`config.mk`:
```
export PLATFORM = sky130hd
export DESIGN_NAME = fat_chain_allocator_flat
export DESIGN_NICKNAME = d
export VERILOG_FILES = /design/src/fca_pkg.sv /design/src/fca_in_if.sv /design/src/fca_out_if.sv /design/src/fat_chain_allocator.sv /design/src/fca_table.sv /design/src/flat_wrapper.sv
export SDC_FILE = /design/constraint.sdc
export NUM_CORES = 2
export LEC_CHECK = 0
export ABC_AREA = 1
export BUFFER_PORTS_ARGS = -buffer_cell sky130_fd_sc_hd__clkbuf_2
export CAP_MARGIN = 5
export CORE_ASPECT_RATIO = 0.5
export CORE_MARGIN = 2
export CORE_UTILIZATION = 49
export DETAILED_ROUTE_END_ITERATION = 6
export PLACE_DENSITY_LB_ADDON = 0.12
export SLEW_MARGIN = 20
export SYNTH_ARGS = -nofsm -noshare
export SYNTH_HDL_FRONTEND = slang
export SYNTH_HIERARCHICAL = 1
export SYNTH_SLANG_ARGS = --single-unit
```
`constraint.sdc`:
```
create_clock -name clk -period 11.6 [get_ports clk]
set_input_delay 0 -clock clk [delete_from_list [all_inputs] [get_ports clk]]
set_output_delay 0 -clock clk [all_outputs]
set_load 0.05 [all_outputs]
```
`src/fca_pkg.sv`:
```
`timescale 1ns / 1ps
`default_nettype none

package fca_pkg;

  localparam int FUNC_W   = 1;
  localparam int LEN_W    = 20;
  localparam int START_W  = 8;
  localparam int STATUS_W = 2;
  localparam int FIRST_W  = 8;
  localparam int FREE_W   = 9;

  localparam logic [FUNC_W-1:0] FUNC_ALLOC = 1'b0;
  localparam logic [FUNC_W-1:0] FUNC_FREE  = 1'b1;

  localparam logic [STATUS_W-1:0] STATUS_OK           = 2'd0;
  localparam logic [STATUS_W-1:0] STATUS_NO_SPACE     = 2'd1;
  localparam logic [STATUS_W-1:0] STATUS_ALREADY_FREE = 2'd2;

  // Table entries carry a two-bit tag above the block index.
  localparam int TAG_W = 2;
  localparam logic [TAG_W-1:0] TAG_LINK = 2'd0;
  localparam logic [TAG_W-1:0] TAG_END  = 2'd1;
  localparam logic [TAG_W-1:0] TAG_FREE = 2'd2;

endpackage

`default_nettype wire

```
`src/fca_in_if.sv`:
```
`timescale 1ns / 1ps
`default_nettype none

interface fca_in_if;
  logic                          valid;
  logic                          ready;
  logic [fca_pkg::FUNC_W-1:0]    func;
  logic [fca_pkg::LEN_W-1:0]     file_length;
  logic [fca_pkg::START_W-1:0]   start_block;

  modport source (output valid, output func, output file_length, output start_block,
                  input ready);
  modport sink   (input valid, input func, input file_length, input start_block,
                  output ready);
endinterface

`default_nettype wire

```
`src/fca_out_if.sv`:
```
`timescale 1ns / 1ps
`default_nettype none

interface fca_out_if;
  logic                          valid;
  logic                          ready;
  logic [fca_pkg::STATUS_W-1:0]  status;
  logic [fca_pkg::FIRST_W-1:0]   first_block;
  logic [fca_pkg::FREE_W-1:0]    free_total;

  modport source (output valid, output status, output first_block, output free_total,
                  input ready);
  modport sink   (input valid, input status, input first_block, input free_total,
                  output ready);
endinterface

`default_nettype wire

```
`src/fat_chain_allocator.sv`:
```
`timescale 1ns / 1ps
`default_nettype none
// Block chain allocator over a table of BLOCKS entries.
// in_ch carries one request per beat: func selects allocate (file_length bytes,
// at least one block) or free (walk the chain from start_block). out_ch returns
// one beat per request with status, first_block and the free count afterwards.
// Requests are handled one at a time; in_ch.ready is high only while idle.
// An allocation checks space (capacity in S_ACAP, compare in S_ACHK), then reads
// and decides on every table entry scanned up to the last block it takes,
// closes the chain in S_AEND and loads the result in S_OUT. A free reads and
// decides on each table entry visited, then loads the result. The table is a
// single-port-read memory, so each visited entry passes through a read state
// and then a decision state; that pair sets the rate.
// The result sits in an output register: a new request is accepted while an
// earlier result is still held, and the block waits only when it has a new
// result and the receiver is still stalled.
// After reset the block marks every table entry free in S_CLEAR and
// accepts no request meanwhile; the free count starts at BLOCKS.
module fat_chain_allocator #(
  parameter int BLOCKS      = 256,
  parameter int BLOCK_BYTES = 2048
) (
  input  wire logic clk,
  input  wire logic rst_n,
  fca_in_if.sink    in_ch,
  fca_out_if.source out_ch
);

  localparam int IW = (BLOCKS > 1) ? $clog2(BLOCKS) : 1;
  localparam int EW = IW + fca_pkg::TAG_W;
  localparam int CW = $clog2(BLOCKS + 1);
  localparam int AW = $clog2(BLOCKS * BLOCK_BYTES + 1);
  localparam int MW = (AW > fca_pkg::LEN_W) ? AW : fca_pkg::LEN_W;

  typedef enum logic [3:0] {
    S_CLEAR, S_IDLE, S_ACAP, S_ACHK, S_ARD, S_AEV, S_AEND, S_FRD, S_FEV, S_OUT
  } state_t;

  state_t                        state_r;
  logic [IW-1:0]                 idx_r;
  logic [IW-1:0]                 prev_r;
  logic [IW-1:0]                 first_idx_r;
  logic                          have_prev_r;
  logic [AW-1:0]                 acc_r;
  logic [AW-1:0]                 cap_r;
  logic [fca_pkg::LEN_W-1:0]     len_r;
  logic [CW-1:0]                 steps_r;
  logic [CW-1:0]                 free_cnt_r;
  logic [fca_pkg::STATUS_W-1:0]  status_r;

  logic                          out_valid_r;
  logic [fca_pkg::STATUS_W-1:0]  out_status_r;
  logic [fca_pkg::FIRST_W-1:0]   out_first_r;
  logic [fca_pkg::FREE_W-1:0]    out_free_r;

  logic                          wr_en;
  logic [IW-1:0]                 wr_addr;
  logic [EW-1:0]                 wr_data;
  logic [IW-1:0]                 rd_addr;
  logic [EW-1:0]                 rd_data_r;

  logic [fca_pkg::TAG_W-1:0]     rd_tag;
  logic [AW-1:0]                 acc_nxt;
  logic [CW-1:0]                 steps_nxt;
  logic                          alloc_done;
  logic                          space_ok;

  fca_table #(
    .DEPTH (BLOCKS),
    .ADDR_W(IW),
    .DATA_W(EW)
  ) u_table (
    .clk      (clk),
    .wr_en    (wr_en),
    .wr_addr  (wr_addr),
    .wr_data  (wr_data),
    .rd_addr  (rd_addr),
    .rd_data_r(rd_data_r)
  );

  assign rd_tag     = rd_data_r[EW-1:IW];
  assign acc_nxt    = acc_r + AW'(BLOCK_BYTES);
  assign steps_nxt  = steps_r + CW'(1);
  assign alloc_done = (MW'(acc_nxt) >= MW'(len_r));
  // A zero count gives a zero capacity, which fails any nonzero length too.
  assign space_ok   = (free_cnt_r != '0) && (MW'(len_r) <= MW'(cap_r));

  assign in_ch.ready        = (state_r == S_IDLE);
  assign out_ch.valid       = out_valid_r;
  assign out_ch.status      = out_status_r;
  assign out_ch.first_block = out_first_r;
  assign out_ch.free_total  = out_free_r;

  always_comb begin
    wr_en   = 1'b0;
    wr_addr = idx_r;
    wr_data = {fca_pkg::TAG_FREE, IW'(0)};
    rd_addr = idx_r;
    unique case (state_r)
      S_CLEAR: begin
        wr_en = 1'b1;
      end
      S_AEV: begin
        if (rd_tag == fca_pkg::TAG_FREE && have_prev_r) begin
          wr_en   = 1'b1;
          wr_addr = prev_r;
          wr_data = {fca_pkg::TAG_LINK, idx_r};
        end
      end
      S_AEND: begin
        wr_en   = 1'b1;
        wr_addr = prev_r;
        wr_data = {fca_pkg::TAG_END, IW'(0)};
      end
      S_FEV: begin
        wr_en = (rd_tag != fca_pkg::TAG_FREE);
      end
      default: begin
      end
    endcase
  end

  always_ff @(posedge clk) begin
    if (!rst_n) begin
      state_r     <= S_CLEAR;
      idx_r       <= '0;
      free_cnt_r  <= CW'(BLOCKS);
      out_valid_r <= 1'b0;
    end else begin
      // In S_OUT the output register is either reloaded or kept as it is.
      if (out_valid_r && out_ch.ready && state_r != S_OUT) begin
        out_valid_r <= 1'b0;
      end
      unique case (state_r)
        S_CLEAR: begin
          idx_r <= idx_r + IW'(1);
          if (idx_r == IW'(BLOCKS - 1)) begin
            state_r <= S_IDLE;
          end
        end
        S_IDLE: begin
          if (in_ch.valid) begin
            len_r       <= in_ch.file_length;
            idx_r       <= IW'(in_ch.start_block);
            steps_r     <= '0;
            have_prev_r <= 1'b0;
            first_idx_r <= '0;
            acc_r       <= '0;
            if (in_ch.func == fca_pkg::FUNC_ALLOC) begin
              state_r <= S_ACAP;
            end else if (32'(in_ch.start_block) >= 32'(BLOCKS)) begin
              status_r <= fca_pkg::STATUS_ALREADY_FREE;
              state_r  <= S_OUT;
            end else begin
              state_r <= S_FRD;
            end
          end
        end
        S_ACAP: begin
          cap_r   <= AW'(free_cnt_r) * AW'(BLOCK_BYTES);
          idx_r   <= '0;
          state_r <= S_ACHK;
        end
        S_ACHK: begin
          if (space_ok) begin
            state_r <= S_ARD;
          end else begin
            status_r <= fca_pkg::STATUS_NO_SPACE;
            state_r  <= S_OUT;
          end
        end
        S_ARD: begin
          state_r <= S_AEV;
        end
        S_AEV: begin
          if (rd_tag == fca_pkg::TAG_FREE) begin
            if (!have_prev_r) begin
              first_idx_r <= idx_r;
            end
            prev_r      <= idx_r;
            have_prev_r <= 1'b1;
            acc_r       <= acc_nxt;
            free_cnt_r  <= free_cnt_r - CW'(1);
          end
          if (rd_tag == fca_pkg::TAG_FREE && alloc_done) begin
            state_r <= S_AEND;
          end else begin
            idx_r   <= idx_r + IW'(1);
            state_r <= S_ARD;
          end
        end
        S_AEND: begin
          status_r <= fca_pkg::STATUS_OK;
          state_r  <= S_OUT;
        end
        S_FRD: begin
          state_r <= S_FEV;
        end
        S_FEV: begin
          // A free entry ends the walk; only the start block being free is an error.
          if (rd_tag == fca_pkg::TAG_FREE) begin
            status_r <= (steps_r == '0) ? fca_pkg::STATUS_ALREADY_FREE
                                        : fca_pkg::STATUS_OK;
            state_r  <= S_OUT;
          end else begin
            free_cnt_r <= free_cnt_r + CW'(1);
            steps_r    <= steps_nxt;
            idx_r      <= rd_data_r[IW-1:0];
            if (rd_tag == fca_pkg::TAG_END || steps_nxt == CW'(BLOCKS)) begin
              status_r <= fca_pkg::STATUS_OK;
              state_r  <= S_OUT;
            end else begin
              state_r <= S_FRD;
            end
          end
        end
        S_OUT: begin
          if (!out_valid_r || out_ch.ready) begin
            out_valid_r  <= 1'b1;
            out_status_r <= status_r;
            out_first_r  <= (status_r == fca_pkg::STATUS_OK)
                            ? fca_pkg::FIRST_W'(first_idx_r) : '0;
            out_free_r   <= fca_pkg::FREE_W'(free_cnt_r);
            state_r      <= S_IDLE;
          end
        end
        default: begin
          state_r <= S_IDLE;
        end
      endcase
    end
  end

endmodule

`default_nettype wire

```
`src/fca_table.sv`:
```
`timescale 1ns / 1ps
`default_nettype none

module fca_table #(
  parameter int DEPTH  = 256,
  parameter int ADDR_W = 8,
  parameter int DATA_W = 10
) (
  input  wire logic              clk,
  input  wire logic              wr_en,
  input  wire logic [ADDR_W-1:0] wr_addr,
  input  wire logic [DATA_W-1:0] wr_data,
  input  wire logic [ADDR_W-1:0] rd_addr,
  output logic      [DATA_W-1:0] rd_data_r
);

  logic [DATA_W-1:0] mem [DEPTH];

  always_ff @(posedge clk) begin
    if (wr_en) begin
      mem[wr_addr] <= wr_data;
    end
  end

  always_ff @(posedge clk) begin
    rd_data_r <= mem[rd_addr];
  end

endmodule

`default_nettype wire

```
`src/flat_wrapper.sv`:
```
// flat-port wrapper written by rule: the top's interface ports become plain ports
module fat_chain_allocator_flat 
#(
  parameter int BLOCKS      = 256,
  parameter int BLOCK_BYTES = 2048
)
  (clk, rst_n, in_ch_valid, in_ch_func, in_ch_file_length, in_ch_start_block, in_ch_ready, out_ch_valid, out_ch_status, out_ch_first_block, out_ch_free_total, out_ch_ready);
  fca_in_if in_ch_i ();
  fca_out_if out_ch_i ();
  input  wire logic clk;
  input  wire logic rst_n;
  input wire logic [$bits(in_ch_i.valid)-1:0] in_ch_valid;
  input wire logic [$bits(in_ch_i.func)-1:0] in_ch_func;
  input wire logic [$bits(in_ch_i.file_length)-1:0] in_ch_file_length;
  input wire logic [$bits(in_ch_i.start_block)-1:0] in_ch_start_block;
  output wire logic [$bits(in_ch_i.ready)-1:0] in_ch_ready;
  output wire logic [$bits(out_ch_i.valid)-1:0] out_ch_valid;
  output wire logic [$bits(out_ch_i.status)-1:0] out_ch_status;
  output wire logic [$bits(out_ch_i.first_block)-1:0] out_ch_first_block;
  output wire logic [$bits(out_ch_i.free_total)-1:0] out_ch_free_total;
  input wire logic [$bits(out_ch_i.ready)-1:0] out_ch_ready;
  assign in_ch_i.valid = in_ch_valid;
  assign in_ch_i.func = in_ch_func;
  assign in_ch_i.file_length = in_ch_file_length;
  assign in_ch_i.start_block = in_ch_start_block;
  assign in_ch_ready = in_ch_i.ready;
  assign out_ch_valid = out_ch_i.valid;
  assign out_ch_status = out_ch_i.status;
  assign out_ch_first_block = out_ch_i.first_block;
  assign out_ch_free_total = out_ch_i.free_total;
  assign out_ch_i.ready = out_ch_ready;
  fat_chain_allocator #(.BLOCKS(BLOCKS), .BLOCK_BYTES(BLOCK_BYTES)) u_core (.clk(clk), .rst_n(rst_n), .in_ch(in_ch_i), .out_ch(out_ch_i));
endmodule
```
==> results.md <==
- Iter 0 DRT Violations: 9798
- Synth Flop Type: edfxtp_1
- First-pass GRT wire length: 464.5 mm
- Post-CTS setup buffer count: 0
- Final Util: 53.99%
- Layout cells sized above 1: 6.072%
- Synth Cell Area: 0.1094 mm2
- Cells after synthesis: between 9000 and 10000
- Met3 wire len: 33.75 mm
- Die height: 338.1 um
- Worst EP required: 12060 ps
- Final Net Count: ~9000
- Crit path largest cell delay: 1130 ps
- Top cell by count, worst path: nand2_1
- TNS Setup: 0 ps
- Peak VDD IR: 112.9 uV
- Crit Path Category: flop to flop
- Worst-path maximum fanout: 16
- Worst slew margin: 16.86%
- Clk sink count: 2677
- Crit path capture type: flop
- Crit path cell chain: nand2_1, inv_1, nand2_1, nor2_2, a211oi_1, o22ai_1, inv_1, nor2_1, nand2_1, nor2_1
- # setup viols final: 0
- Slew @ Worst Pin: 1247 ps
- WL final: 319.9 mm
- Power density over the cells: 163.0 mW/mm2
- Htree depth: 4
- Max Slew Vio Count: 0
- Setup ws final: 5692 ps
- Kind of cell adding the most delay to the critical path: simple AND/OR/NAND/NOR gates
- Number of global-route vias before repair: around 66000
- Most frequent cells in the layout: nand2_1, edfxtp_1, nand3_1
- Register area share after synthesis: between 70% and 80%
- Asr flop ratio synth: 0%
- P_leak: 42.30 nW
- Area grow syn2layout: 9.338%
- WP data arrival: roughly 6400 ps
- HPWL Detailed: 180.2 mm
- Syn Area/Cell: roughly 12 um2
- Max Cap Viol: 0
- Std-Cell Rows: roughly 120
- GRT Overall Usage: 27.67%
- Synth Warn #: 6
- Drt drc: 0
- GPL Wtd Cong: 0.8660
- Worst Hold Slack: 244.7 ps
- Min-delay worst type: input pin to flop
- Placed Cells: 11810
- Port bufs: 53
- Post-Syn Nets: 9341
- Met2 wire length: 140.1 mm
- Largest net degree at the start of global routing: between 150 and 200
- Final Hold Viols: 0
- RSZ-0062 raised after global routing: no
- CTS buffer count: 235
- Layout Skew: 64.10 ps
- Final Non-Filler Cells: 12300
- Yosys reg bits: 2677
- Fmax achieved: 169.3 MHz
- Initial Util: between 40% and 50%
- Period utilisation layout: 50.93%
- Initial antenna violation count: 12
- Post-synth EDFFs: around 2600
- Vias per cell: around 6
- Grt total ovfl: 0
- Buf/Inv on CP: 2
- Core ar.: around 0.22 mm2
- Drt first pass iters: 7
- Clock root cell: clkbuf_16
- Run status: completed
- IO Pins: 54
- Fill cells: 18670
- Pre-CTS setup slack: between 6000 and 7000 ps
- Top layer in use: met4
- DRT antenna net count: 0
- Clk_lat worst skew: 900 ps
- CTS tree: done
- Die area: 0.2272 mm2
- Most common cell after layout, fill and taps aside: nand2_1
- Die Span X: 672.1 um
- Slowest cell on the critical path: nor2_1
- Fin crit period: between 5000 and 6000 ps
- Drt wl/cell: between 20 and 30 um
- M1 WL: between 100 and 150 mm
- Clk slew on worst S/H paths: 70 ps
- DR vias: roughly 73000
- Critical Path Source Type: flop
- Clock buffer depth: 4
- Post-synth cell types: 44
registers in the layout, indices dropped and copies added, names as in the netlist, 9 cells and up:
register                  flops
u_core/acc_r                  9
u_core/cap_r                  9
u_core/free_cnt_r             9
u_core/len_r                 20
u_core/out_ch.free_total      9
u_core/steps_r                9
u_core/u_table/mem         2560
u_core/u_table/rd_data_r     10
power breakdown:
group          switching [mW]  internal (mW)  total [mW]
registers              0.0532           10.5        10.5
logic                   0.985          0.352        1.34
clock network            3.51           4.10        7.62
synth_stat cells (all sizes together), types with 2 or more instances:
| library cell | number | area [um2] |
|---|---|---|
| edfxtp | 2645 | 79430 |
| xnor2 | 2 | 17.52 |
| a22o | 6 | 52.55 |
| inv | 132 | 495.5 |
| clkbuf | 144 | 540.5 |
| o22ai | 6 | 37.54 |
| nor3 | 4 | 20.02 |
| dfxtp | 32 | 640.6 |
| ha | 30 | 375.4 |
| o221ai | 2 | 17.52 |
| nor2 | 388 | 1474 |
| or2 | 3 | 18.77 |
| a21oi | 38 | 190.2 |
| o211ai | 4 | 30.03 |
| a21o | 2 | 15.01 |
| nand3 | 2567 | 12850 |
| clkinv | 3 | 11.26 |
| nand4 | 9 | 56.30 |
| nand2 | 2742 | 10300 |
| o21ai | 16 | 80.07 |
| a211oi | 8 | 72.57 |
| nand3b | 4 | 30.03 |
| and2 | 2 | 12.51 |
| buf | 464 | 2402 |
| nor4 | 3 | 18.77 |
| xor2 | 12 | 105.1 |
logic make-up after synthesis:
group / synth area share (%)
flip-flops: 73.21
AND/OR/NAND/NOR: 22.66
adder cells (fa/ha/maj): 0.3615
AO/OA/AOI/OAI: 0.5034
buffers and inverters: 3.154
XOR/XNOR: 0.1121
worst min-delay path, delay by kind of cell:
kind / cells / cell delay [ps]
compound gates: 1 / 150
buf+inv: 2 / 680
simple gates: 4 / 230
cell type report:
class / instances / area [um2] / share of cell area (%)
flip-flops and latches: 2677 / 80090 / 66.97
well taps: 2976 / 3724 / 3.114
multi-input cells: 5857 / 26040 / 21.77
clock inverters: 121 / 930.9 / 0.7785
diodes: 5 / 12.51 / 0.01046
inverters: 135 / 535.5 / 0.4478
repair buffers: 225 / 1984 / 1.659
clock buffers: 306 / 6272 / 5.245
layer usage:
layer	vias up	GRT usage [%]
met1	36080	42.22
met2	3514	40.83
met3	377	6.034
met5	-	0
li1	32570	-
met4	0	5.874
through the flow:
stage,cell area [um2],power (mW)
after global placement,111600,12.05
after floorplan,109400,11.58
after detailed placement,111700,12.05
final,119600,19.49
after CTS,119500,19.55
after global routing,119600,20.06
final timing paths:
kind	startpoint	to	slack, ps	depth (start not counted)
setup / recovery	u_core/u_table/rd_data_r[9]	u_core/u_table/mem[122][6]	5690	10
hold reg to reg	u_core/status_r[0]	u_core/out_ch.status[0]	490	0
hold / removal	in_ch_start_block[3]	u_core/idx_r[3]	240	7
setup reg to reg	u_core/u_table/rd_data_r[9]	u_core/u_table/mem[122][6]	5690	10
what timing repair did:
item / CTS / global route
endpoints found under the hold margin: 90 / 0
gates resized for setup: 0 / 0
hold buffers: 56 / 0
Power figures use the tool's default switching activity.
